## src/sv/rect_fill_alpha_over_blend_defines.svh

```systemverilog
// ----------------------------------------------------------------------------
// rect_fill_alpha_over_blend_defines
// Assertion macros shared by the rectangle fill blend.
// ----------------------------------------------------------------------------
`ifndef RECT_FILL_ALPHA_OVER_BLEND_DEFINES_SVH
`define RECT_FILL_ALPHA_OVER_BLEND_DEFINES_SVH

// same-cycle implication, disabled during reset
`define RFAB_ASSERT_IMPL(label, clk, rst, ante, cons, msg) \
  label: assert property (@(posedge clk) disable iff (rst) (ante) |-> (cons)) \
    else $error(msg);

// next-cycle implication, disabled during reset
`define RFAB_ASSERT_NEXT(label, clk, rst, ante, cons, msg) \
  label: assert property (@(posedge clk) disable iff (rst) (ante) |=> (cons)) \
    else $error(msg);

`endif

```

## src/sv/rfab_pkg.sv

```systemverilog
// ----------------------------------------------------------------------------
// rfab_pkg
// Widths, constants, register codes and divider types of the rectangle fill
// blend.
// ----------------------------------------------------------------------------
package rfab_pkg;

  // field widths
  localparam int CHAN_W     = 8;
  localparam int CHANNELS   = 3;
  localparam int POS_W      = 14;
  localparam int DIM_W      = 15;
  localparam int EDGE_W     = 16;
  localparam int PIX_W      = 32;
  localparam int COLOR_W    = 24;
  localparam int CFG_IDX_W  = 4;
  localparam int CFG_DATA_W = 32;

  // frame size limit
  localparam logic [DIM_W-1:0] MAX_DIMENSION = DIM_W'(16384);

  // rounding and channel limits
  localparam logic [CHAN_W-1:0] CHAN_MAX   = 8'd255;
  localparam logic [CHAN_W-1:0] ROUND_HALF = 8'd127;

  // x / 255 as (x * m) >> s, exact for x below 2^16 and below 2^24
  localparam int                RECIP16_W     = 16;
  localparam logic [15:0]       RECIP16       = 16'd32897;
  localparam int                RECIP16_SHIFT = 23;
  localparam int                RECIP24_W     = 24;
  localparam logic [23:0]       RECIP24       = 24'd8421505;
  localparam int                RECIP24_SHIFT = 31;

  // widths of the blend terms
  localparam int PROD_W = 2 * CHAN_W;   // 8 x 8 products
  localparam int TRIP_W = 3 * CHAN_W;   // 8 x 8 x 8 products
  localparam int REM_W  = PROD_W + 2;   // sum of two products plus rounding

  // pipeline shape
  localparam int FRONT_STAGES = 5;
  localparam int DIV_STAGES   = 4;
  localparam int DIV_BITS     = CHAN_W / DIV_STAGES;
  localparam int STAGES       = FRONT_STAGES + DIV_STAGES;

  // reset values of the registers
  localparam logic [DIM_W-1:0]   RST_FRAME_WIDTH  = DIM_W'(1280);
  localparam logic [DIM_W-1:0]   RST_FRAME_HEIGHT = DIM_W'(720);
  localparam logic [CHAN_W-1:0]  RST_FILL_ALPHA   = 8'd255;

  // register indexes
  typedef enum logic [CFG_IDX_W-1:0] {
    REG_FRAME_WIDTH  = 4'd0,
    REG_FRAME_HEIGHT = 4'd1,
    REG_RECT_LEFT    = 4'd2,
    REG_RECT_TOP     = 4'd3,
    REG_RECT_RIGHT   = 4'd4,
    REG_RECT_BOTTOM  = 4'd5,
    REG_FILL_COLOR   = 4'd6,
    REG_FILL_ALPHA   = 4'd7
  } cfg_reg_t;

  // operands entering one channel divider
  typedef struct packed {
    logic [REM_W-1:0]  num;
    logic [CHAN_W-1:0] oa;
    logic              sat;
  } div_in_t;

  // per-stage advance strobes of the divider
  typedef logic [DIV_STAGES-1:0] div_en_t;

endpackage

```

## src/sv/rfab_div.sv

```systemverilog
// ----------------------------------------------------------------------------
// rfab_div
// Pipelined restoring divider for one color channel: two quotient bits per
// stage, saturated to the channel maximum when the quotient overflows.
// ----------------------------------------------------------------------------
module rfab_div (
  input  logic                        clk,
  input  rfab_pkg::div_en_t           en,
  input  rfab_pkg::div_in_t           din,
  output logic [rfab_pkg::CHAN_W-1:0] quo
);

  localparam int LAST = rfab_pkg::DIV_STAGES - 1;

  // stage registers; remainder and divisor are not needed after the last stage
  logic [rfab_pkg::REM_W-1:0]  rem   [rfab_pkg::DIV_STAGES-1];
  logic [rfab_pkg::CHAN_W-1:0] dvs   [rfab_pkg::DIV_STAGES-1];
  logic [rfab_pkg::CHAN_W-1:0] quo_r [rfab_pkg::DIV_STAGES];
  logic                        sat   [rfab_pkg::DIV_STAGES];

  for (genvar k = 0; k < rfab_pkg::DIV_STAGES; k++) begin : g_stage
    logic [rfab_pkg::REM_W-1:0]  rem_s;
    logic [rfab_pkg::REM_W-1:0]  rem_d;
    logic [rfab_pkg::CHAN_W-1:0] q_s;
    logic [rfab_pkg::CHAN_W-1:0] q_d;
    logic [rfab_pkg::CHAN_W-1:0] d_s;
    logic                        sat_s;

    // stage source
    if (k == 0) begin : g_first
      assign rem_s = din.num;
      assign q_s   = '0;
      assign d_s   = din.oa;
      assign sat_s = din.sat;
    end else begin : g_next
      assign rem_s = rem[k-1];
      assign q_s   = quo_r[k-1];
      assign d_s   = dvs[k-1];
      assign sat_s = sat[k-1];
    end

    // compare and subtract, msb first
    always_comb begin
      rem_d = rem_s;
      q_d   = q_s;
      for (int j = 0; j < rfab_pkg::DIV_BITS; j++) begin
        if (rem_d >= (rfab_pkg::REM_W'(d_s)
                      << (rfab_pkg::CHAN_W - 1 - k * rfab_pkg::DIV_BITS - j))) begin
          rem_d = rem_d - (rfab_pkg::REM_W'(d_s)
                           << (rfab_pkg::CHAN_W - 1 - k * rfab_pkg::DIV_BITS - j));
          q_d[rfab_pkg::CHAN_W - 1 - k * rfab_pkg::DIV_BITS - j] = 1'b1;
        end
      end
    end

    // quotient and overflow flag
    always_ff @(posedge clk) begin
      if (en[k]) begin
        quo_r[k] <= q_d;
        sat[k]   <= sat_s;
      end
    end

    // partial remainder and divisor for the following stage
    if (k < LAST) begin : g_keep
      always_ff @(posedge clk) begin
        if (en[k]) begin
          rem[k] <= rem_d;
          dvs[k] <= d_s;
        end
      end
    end
  end

  // saturate overflowing quotients
  assign quo = sat[LAST] ? rfab_pkg::CHAN_MAX : quo_r[LAST];

endmodule

```

## src/sv/rect_fill_alpha_over_blend.sv

```systemverilog
// ----------------------------------------------------------------------------
// rect_fill_alpha_over_blend
// Fills a clamped rectangle of a pixel stream with a constant color, blended
// source-over in straight alpha.
// ----------------------------------------------------------------------------
// Takes one pixel per clock while in_stall is low and returns one result per
// pixel in order, carried from acceptance to out_valid through nine register
// stages. The depth is set by the five front stages (capture, coverage and
// products, output alpha, the divisions by 255, channel numerators) and the
// four-stage quotient pipeline that divides each channel by the output alpha,
// two bits per stage. Every stage has its own valid bit and advances whenever
// the stage after it can take its item, so in_stall rises only when the whole
// pipeline is full and the output is stalled. Registers are written through
// the cfg port, which is always ready; write them only while no item is in
// flight. Indexes above seven are ignored.
`include "rect_fill_alpha_over_blend_defines.svh"

module rect_fill_alpha_over_blend (
  input  logic                            clk,
  input  logic                            rst,
  // pixel input
  input  logic                            in_valid,
  output logic                            in_stall,
  input  logic [rfab_pkg::POS_W-1:0]      pos_x,
  input  logic [rfab_pkg::POS_W-1:0]      pos_y,
  input  logic [rfab_pkg::PIX_W-1:0]      dst_pixel,
  // pixel output
  output logic                            out_valid,
  input  logic                            out_stall,
  output logic [rfab_pkg::PIX_W-1:0]      out_pixel,
  output logic                            covered,
  // register writes
  input  logic                            cfg_valid,
  output logic                            cfg_ready,
  input  logic [rfab_pkg::CFG_IDX_W-1:0]  cfg_index,
  input  logic [rfab_pkg::CFG_DATA_W-1:0] cfg_data
);

  localparam int CW  = rfab_pkg::CHAN_W;
  localparam int NCH = rfab_pkg::CHANNELS;
  localparam int PW  = rfab_pkg::PROD_W;
  localparam int TW  = rfab_pkg::TRIP_W;
  localparam int FS  = rfab_pkg::FRONT_STAGES;
  localparam int DS  = rfab_pkg::DIV_STAGES;

  // configuration registers
  logic [rfab_pkg::DIM_W-1:0]         frame_width;
  logic [rfab_pkg::DIM_W-1:0]         frame_height;
  logic signed [rfab_pkg::EDGE_W-1:0] rect_left;
  logic signed [rfab_pkg::EDGE_W-1:0] rect_top;
  logic signed [rfab_pkg::EDGE_W-1:0] rect_right;
  logic signed [rfab_pkg::EDGE_W-1:0] rect_bottom;
  logic [rfab_pkg::COLOR_W-1:0]       fill_color;
  logic [CW-1:0]                      fill_alpha;

  // stage valid bits and advance strobes
  logic [rfab_pkg::STAGES-1:0] vld;
  logic [rfab_pkg::STAGES-1:0] adv;

  // stage 1: captured item
  logic [rfab_pkg::POS_W-1:0] s1_x;
  logic [rfab_pkg::POS_W-1:0] s1_y;
  logic [rfab_pkg::PIX_W-1:0] s1_dst;
  // stage 2: coverage and 8 x 8 products
  logic [rfab_pkg::PIX_W-1:0] s2_dst;
  logic                       s2_hit;
  logic [PW-1:0]              s2_dainv;
  logic [PW-1:0]              s2_dcda [NCH];
  logic [PW-1:0]              s2_scsa [NCH];
  // stage 3: output alpha and destination triple products
  logic [rfab_pkg::PIX_W-1:0] s3_dst;
  logic                       s3_hit;
  logic [CW-1:0]              s3_oa;
  logic [TW-1:0]              s3_pd   [NCH];
  logic [PW-1:0]              s3_scsa [NCH];
  // stage 4: destination terms divided by 255
  logic [rfab_pkg::PIX_W-1:0] s4_dst;
  logic                       s4_hit;
  logic [CW-1:0]              s4_oa;
  logic [PW-1:0]              s4_dq   [NCH];
  logic [PW-1:0]              s4_scsa [NCH];
  // stage 5: divider operands
  logic [rfab_pkg::PIX_W-1:0] s5_dst;
  logic                       s5_hit;
  logic [CW-1:0]              s5_oa;
  rfab_pkg::div_in_t          s5_div  [NCH];
  // side data riding along the divider stages
  logic [rfab_pkg::PIX_W-1:0] sd_dst  [DS];
  logic                       sd_hit  [DS];
  logic [CW-1:0]              sd_oa   [DS];
  logic [CW-1:0]              quo     [NCH];

  // clamped rectangle
  logic [rfab_pkg::DIM_W-1:0] dim_w;
  logic [rfab_pkg::DIM_W-1:0] dim_h;
  logic [rfab_pkg::DIM_W-1:0] clip_l;
  logic [rfab_pkg::DIM_W-1:0] clip_r;
  logic [rfab_pkg::DIM_W-1:0] clip_t;
  logic [rfab_pkg::DIM_W-1:0] clip_b;
  logic                       hit_c;
  logic [CW-1:0]              inv_a;
  logic [PW-1:0]              oa_prod_hi;
  logic [CW-1:0]              oa_c;

  // register writes
  assign cfg_ready = 1'b1;

  always_ff @(posedge clk) begin
    if (rst) begin
      frame_width  <= rfab_pkg::RST_FRAME_WIDTH;
      frame_height <= rfab_pkg::RST_FRAME_HEIGHT;
      rect_left    <= '0;
      rect_top     <= '0;
      rect_right   <= '0;
      rect_bottom  <= '0;
      fill_color   <= '0;
      fill_alpha   <= rfab_pkg::RST_FILL_ALPHA;
    end else if (cfg_valid && cfg_ready) begin
      unique case (rfab_pkg::cfg_reg_t'(cfg_index))
        rfab_pkg::REG_FRAME_WIDTH:  frame_width  <= cfg_data[rfab_pkg::DIM_W-1:0];
        rfab_pkg::REG_FRAME_HEIGHT: frame_height <= cfg_data[rfab_pkg::DIM_W-1:0];
        rfab_pkg::REG_RECT_LEFT:    rect_left    <= cfg_data[rfab_pkg::EDGE_W-1:0];
        rfab_pkg::REG_RECT_TOP:     rect_top     <= cfg_data[rfab_pkg::EDGE_W-1:0];
        rfab_pkg::REG_RECT_RIGHT:   rect_right   <= cfg_data[rfab_pkg::EDGE_W-1:0];
        rfab_pkg::REG_RECT_BOTTOM:  rect_bottom  <= cfg_data[rfab_pkg::EDGE_W-1:0];
        rfab_pkg::REG_FILL_COLOR:   fill_color   <= cfg_data[rfab_pkg::COLOR_W-1:0];
        rfab_pkg::REG_FILL_ALPHA:   fill_alpha   <= cfg_data[CW-1:0];
        default: ;
      endcase
    end
  end

  // pipeline flow: a stage takes a new item when empty or when it hands on
  always_comb begin
    adv[rfab_pkg::STAGES-1] = !vld[rfab_pkg::STAGES-1] || !out_stall;
    for (int k = rfab_pkg::STAGES - 2; k >= 0; k--) begin
      adv[k] = !vld[k] || adv[k+1];
    end
  end

  assign in_stall  = !adv[0];
  assign out_valid = vld[rfab_pkg::STAGES-1];

  always_ff @(posedge clk) begin
    if (rst) begin
      vld <= '0;
    end else begin
      if (adv[0]) begin
        vld[0] <= in_valid;
      end
      for (int k = 1; k < rfab_pkg::STAGES; k++) begin
        if (adv[k]) begin
          vld[k] <= vld[k-1];
        end
      end
    end
  end

  // frame size limit and edge clamping
  assign dim_w  = (frame_width  > rfab_pkg::MAX_DIMENSION) ? rfab_pkg::MAX_DIMENSION
                                                           : frame_width;
  assign dim_h  = (frame_height > rfab_pkg::MAX_DIMENSION) ? rfab_pkg::MAX_DIMENSION
                                                           : frame_height;
  assign clip_l = rect_left[rfab_pkg::EDGE_W-1] ? '0 :
                  (rect_left   > $signed({1'b0, dim_w})) ? dim_w
                                                         : rect_left[rfab_pkg::DIM_W-1:0];
  assign clip_r = rect_right[rfab_pkg::EDGE_W-1] ? '0 :
                  (rect_right  > $signed({1'b0, dim_w})) ? dim_w
                                                         : rect_right[rfab_pkg::DIM_W-1:0];
  assign clip_t = rect_top[rfab_pkg::EDGE_W-1] ? '0 :
                  (rect_top    > $signed({1'b0, dim_h})) ? dim_h
                                                         : rect_top[rfab_pkg::DIM_W-1:0];
  assign clip_b = rect_bottom[rfab_pkg::EDGE_W-1] ? '0 :
                  (rect_bottom > $signed({1'b0, dim_h})) ? dim_h
                                                         : rect_bottom[rfab_pkg::DIM_W-1:0];

  // coverage test on the captured item
  assign hit_c = (fill_alpha != '0)
              && (rfab_pkg::DIM_W'(s1_x) >= clip_l) && (rfab_pkg::DIM_W'(s1_x) < clip_r)
              && (rfab_pkg::DIM_W'(s1_y) >= clip_t) && (rfab_pkg::DIM_W'(s1_y) < clip_b);

  // 255 - sa is the bitwise inverse in eight bits
  assign inv_a = ~fill_alpha;

  // output alpha: sa + round(da * inv / 255)
  assign oa_prod_hi = PW'(((2 * PW)'(s2_dainv + PW'(rfab_pkg::ROUND_HALF))
                           * (2 * PW)'(rfab_pkg::RECIP16)) >> rfab_pkg::RECIP16_SHIFT);
  assign oa_c = fill_alpha + oa_prod_hi[CW-1:0];

  // front stages
  always_ff @(posedge clk) begin
    if (adv[0]) begin
      s1_x   <= pos_x;
      s1_y   <= pos_y;
      s1_dst <= dst_pixel;
    end
    if (adv[1]) begin
      s2_dst   <= s1_dst;
      s2_hit   <= hit_c;
      s2_dainv <= PW'(s1_dst[rfab_pkg::PIX_W-1 -: CW]) * PW'(inv_a);
      for (int c = 0; c < NCH; c++) begin
        s2_dcda[c] <= PW'(s1_dst[c*CW +: CW]) * PW'(s1_dst[rfab_pkg::PIX_W-1 -: CW]);
        s2_scsa[c] <= PW'(fill_color[c*CW +: CW]) * PW'(fill_alpha);
      end
    end
    if (adv[2]) begin
      s3_dst <= s2_dst;
      s3_hit <= s2_hit;
      s3_oa  <= oa_c;
      for (int c = 0; c < NCH; c++) begin
        s3_pd[c]   <= TW'(s2_dcda[c]) * TW'(inv_a);
        s3_scsa[c] <= s2_scsa[c];
      end
    end
    if (adv[3]) begin
      s4_dst <= s3_dst;
      s4_hit <= s3_hit;
      s4_oa  <= s3_oa;
      for (int c = 0; c < NCH; c++) begin
        s4_dq[c]   <= PW'(((2 * TW)'(s3_pd[c] + TW'(rfab_pkg::ROUND_HALF))
                           * (2 * TW)'(rfab_pkg::RECIP24)) >> rfab_pkg::RECIP24_SHIFT);
        s4_scsa[c] <= s3_scsa[c];
      end
    end
    if (adv[4]) begin
      s5_dst <= s4_dst;
      s5_hit <= s4_hit;
      s5_oa  <= s4_oa;
      for (int c = 0; c < NCH; c++) begin
        s5_div[c].num <= rfab_pkg::REM_W'(s4_scsa[c]) + rfab_pkg::REM_W'(s4_dq[c])
                       + rfab_pkg::REM_W'(s4_oa >> 1);
        s5_div[c].oa  <= s4_oa;
        s5_div[c].sat <= (rfab_pkg::REM_W'(s4_scsa[c]) + rfab_pkg::REM_W'(s4_dq[c])
                          + rfab_pkg::REM_W'(s4_oa >> 1))
                         >= rfab_pkg::REM_W'({s4_oa, {CW{1'b0}}});
      end
    end
  end

  // pass-through data alongside the divider
  always_ff @(posedge clk) begin
    for (int k = 0; k < DS; k++) begin
      if (adv[FS+k]) begin
        if (k == 0) begin
          sd_dst[k] <= s5_dst;
          sd_hit[k] <= s5_hit;
          sd_oa[k]  <= s5_oa;
        end else begin
          sd_dst[k] <= sd_dst[k-1];
          sd_hit[k] <= sd_hit[k-1];
          sd_oa[k]  <= sd_oa[k-1];
        end
      end
    end
  end

  // one divider per color channel
  for (genvar c = 0; c < NCH; c++) begin : g_chan
    rfab_div u_div (
      .clk (clk),
      .en  (rfab_pkg::div_en_t'(adv[rfab_pkg::STAGES-1:FS])),
      .din (s5_div[c]),
      .quo (quo[c])
    );
  end

  // result assembly
  assign covered   = sd_hit[DS-1];
  assign out_pixel = sd_hit[DS-1] ? {sd_oa[DS-1], quo[2], quo[1], quo[0]}
                                  : sd_dst[DS-1];

  // checks
  `RFAB_ASSERT_IMPL(a_cover_needs_alpha, clk, rst, out_valid && covered, fill_alpha != '0, "covered item with fill alpha zero")
  `RFAB_ASSERT_IMPL(a_cover_alpha_nonzero, clk, rst, out_valid && covered, out_pixel[rfab_pkg::PIX_W-1 -: CW] != '0, "covered item with zero output alpha")
  `RFAB_ASSERT_IMPL(a_opaque_fill, clk, rst, out_valid && covered && fill_alpha == rfab_pkg::CHAN_MAX, out_pixel[rfab_pkg::PIX_W-1 -: CW] == rfab_pkg::CHAN_MAX, "opaque fill left output alpha below maximum")
  `RFAB_ASSERT_IMPL(a_stall_when_full, clk, rst, in_stall, vld[0] && out_valid && out_stall, "input stalled while the pipeline has room")
  `RFAB_ASSERT_NEXT(a_front_holds, clk, rst, vld[0] && !adv[0], vld[0] && $stable(s1_dst), "first stage lost its item while blocked")

endmodule

```

## config.mk

```make
export PLATFORM = sky130hd
export DESIGN_NAME = rect_fill_alpha_over_blend
export DESIGN_NICKNAME = d
export VERILOG_FILES = /design/src/sv/rfab_pkg.sv /design/src/sv/rfab_div.sv /design/src/sv/rect_fill_alpha_over_blend.sv
export VERILOG_INCLUDE_DIRS = /design/src /design/src/sv
export SDC_FILE = /design/constraint.sdc
export NUM_CORES = 2
export LEC_CHECK = 0
export ABC_AREA = 1
export BUFFER_PORTS_ARGS = -buffer_cell sky130_fd_sc_hd__clkbuf_2
export CAP_MARGIN = 10
export CORE_MARGIN = 2
export CORE_UTILIZATION = 64
export DETAILED_ROUTE_END_ITERATION = 8
export HOLD_SLACK_MARGIN = 0.1
export PLACE_DENSITY = 0.9
export SYNTH_ARGS = -nofsm -noshare
export SYNTH_HDL_FRONTEND = slang
export SYNTH_SLANG_ARGS = --single-unit
```

## constraint.sdc

```tcl
create_clock -name clk -period 38 [get_ports clk]
set_input_delay 1.9 -clock clk [delete_from_list [all_inputs] [get_ports clk]]
set_output_delay 1.9 -clock clk [all_outputs]
set_load 0.005 [all_outputs]
```

==> impl_results.md <==
- Relative slew slack: 30.6%
- Most frequent cells in the layout: nand2_1, inv_1, ha_1
- PwrDens: 68.3 nW/µm²
- Post-CTS Setup Inserts: 0
- Leak pwr: 53.2 nW
- Die area: 157000 µm²
- CTS sink cnt: 1134
- Syn_nets: 13100
- CTS Hold Bufs: 0
- Die Y: 396 µm
- DRT iter0 DRCs: 7249
- Die X: 396 µm
- Number of global-route vias before repair: 79900
- I/O pins: 137
- Hold Path Depth: 0
- Post-synthesis sequential area ratio: 33.2%
- Clk Latency, worst-skew pair: 0.84 ns
- Max Cap Viol: 0
- CTS Buffer Depth: 3
- Floorplan row count: 143
- Register bit total from synthesis: 1134
- PortBufs: 127
- Setup tns final: 0 ns
- Initial antenna violation count: 14
- Final core utilization: 68.9%
- Number of flops mapped to enable cells by yosys: 999
- Worst Hold Launch: s3_scsa[0][21]
- Synth area leader: edfxtp_1
- Total gr overflow: 0
- R2r setup slk: 31.07 ns
- Root Driver: clkbuf_16
- CTS Buf Count: 114
- Synth top area cells: edfxtp_1, ha_1, fa_1, nand2_1, inv_1
- Largest net degree at the start of global routing: 107
- Library cells used by synthesis: 69
- Fmax: 109 MHz
- Hold EP: s4_scsa[0][21]
- Mapped Cells: 11000
- Clock period minus worst slack: 9.14 ns
- Worst min path class: flip-flop to flip-flop
- RSZ-0062 raised after global routing: no
- CP Class: input pin to output port
- Worst endpoint required time: 36.10 ns
- Routed Antenna Nets: 0
- Worst-path clk slew: 0.06 ns
- Synth warn: 0
- Fill cell count: 11000
- Final Wtd Congestion: 1.02
- Peak supply drop: 0.0625 mV
- DRT Wirelength: 259000 µm
- Drt via density: 5.93
- Fin. Hold Viols: 0
- Reg2Reg Depth: 26
- TritonCTS clock tree: done
- Ys async rst share: 0%
- H-tree depth: 3
- Status: finished clean
- Leading register cell type out of synthesis: edfxtp_1
- Cell Area, Synth: 98500 µm²
- Nets: 13200
- Final period utilization: 24.0%
- DRC: 0
- Commonest non-fill, non-tap cell in the layout: nand2_1
- Final HPWL DP: 200000 µm
- Post-cts sizing count: 0
- Worst-Margin Slew: 1.04 ns
- Top-area cell type share of the netlist area: 30.5%
- Layout Skew: 0.128 ns
- R2R Path Start: s3_pd[0][26]
- Initial Utilization: 64.6%
- Element type at the critical path start: input pin
- Total Routing Usage GR: 32.9%
- Routed wire per std cell: 19.6 µm
- First-pass GRT wire length: 412000 µm
- Reg2Reg Capture Point: s4_dq[0][25]
- Final setup viols: 0
- Crit path DAT: 7.24 ns
- Area growth, synth to finish: 6.65%
- CP Capture Type: output port
- Slew Viols, Final: 0
- Largest fanout on the critical path: 70
- DRT Pass-1 Iters: 9
- Layout cells sized above 1: 4.52%
- Core Region: 152000 µm²
- Via count: 78400
- Mean Syn Cell Area: 8.93 µm²
## logic make-up (layout without fill, tap and decap cells)
kind of cell | Yosys count | after routing | synth area share, %
adder cells (fa/ha/maj) | 2001 | 2001 | 30.0
XOR/XNOR | 440 | 440 | 3.91
AO/OA/AOI/OAI | 1476 | 1476 | 8.36
buffers and inverters | 2089 | 2236 | 8.07
other | 1 | 4 | 0.00381
flip-flops | 1134 | 1134 | 33.2
AND/OR/NAND/NOR | 3883 | 3883 | 16.4
## worst max path at each step
stage,startpoint,to,slack (ns)
global placement,out_stall,in_stall,29.06
CTS,out_stall,in_stall,28.77
detailed placement,out_stall,in_stall,28.79
floorplan,out_stall,in_stall,15.59
global route,out_stall,in_stall,28.33
finish,out_stall,in_stall,28.86
## cell type report
class	count	area (µm²)	area share, %
tap	2030	2540	2.42
timing repair buffer	169	951	0.905
inverter	1856	7000	6.66
clock buffer	129	2930	2.79
clock inverter	82	1040	0.994
multi-input combinational	7801	57800	55.1
sequential	1134	32700	31.1
antenna	3	7.51	0.00715
## stage by stage
stage                     power, mW  cell area, µm²  setup WS, ns  cells  hold WS, ns
after floorplan                4.80           98500         15.59  11000        0.400
after global placement         5.67          101000         29.06  13000        0.401
after detailed placement       5.86          101000         28.79  13000        0.405
after CTS                      7.10          105000         28.77  13200        0.364
after global routing           7.71          105000         28.33  13200        0.389
final                          7.17          105000         28.86  13200        0.376
## cell usage after synthesis (14+ instances only)
library cell	count
or2_2	24
a31oi_1	33
inv_2	15
and2_1	15
ha_1	1397
dfxtp_1	135
nor3_1	93
o2111ai_1	16
o21ai_2	15
edfxtp_1	999
nand3b_1	32
buf_1	25
o31ai_1	14
nand3_1	343
o21ai_0	494
clkbuf_1	183
xnor2_1	139
nor4_1	36
a21boi_0	15
inv_1	1822
nand2_1	2194
nand2_2	18
clkinv_1	16
xor2_1	301
o21ai_1	49
a21o_1	36
o21bai_1	36
nand4_1	127
nor2_1	937
o21a_1	38
o211ai_1	71
a21oi_1	614
a211oi_1	16
fa_1	604
## routing by layer
layer	global-route usage [%]	routed length, µm
met1	39.3	96800
met2	56.1	124000
met3	4.64	19600
met4	20.9	18400
met5	0	111
## report_power, final
group	internal [mW]	switching (mW)	total [mW]
combinational	1.44	2.53	3.97
sequential	1.74	0.260	2.00
clock	0.665	0.533	1.20
total	3.85	3.32	7.17
## state kept, by name, indices dropped and copies added (netlist names), 32 cells and up
signal,flops
g_chan.u_div.rem,162
sd_dst,128
s3_pd,72
g_chan.u_div.quo_r,60
s5_div,58
s2_dcda,48
s2_scsa,48
s3_scsa,48
s4_dq,48
s4_scsa,48
s1_dst,32
s2_dst,32
s3_dst,32
s4_dst,32
s5_dst,32
## critical path, cell delays in order
cell      delay [ns]
clkbuf_2        0.16
nand2_4         0.73
nor2_1          0.17
inv_4           0.55
nor2_1          0.16
inv_4           0.38
nor2_1          0.15
inv_4           0.33
nor2_1          0.13
inv_4           0.43
nor2_1          0.18
inv_6           0.48
nor2_1          0.18
inv_6           0.44
nor2_1          0.24
nand2_4         0.31
inv_1           0.10
clkbuf_2        0.12
Power figures use the tool's default switching activity.
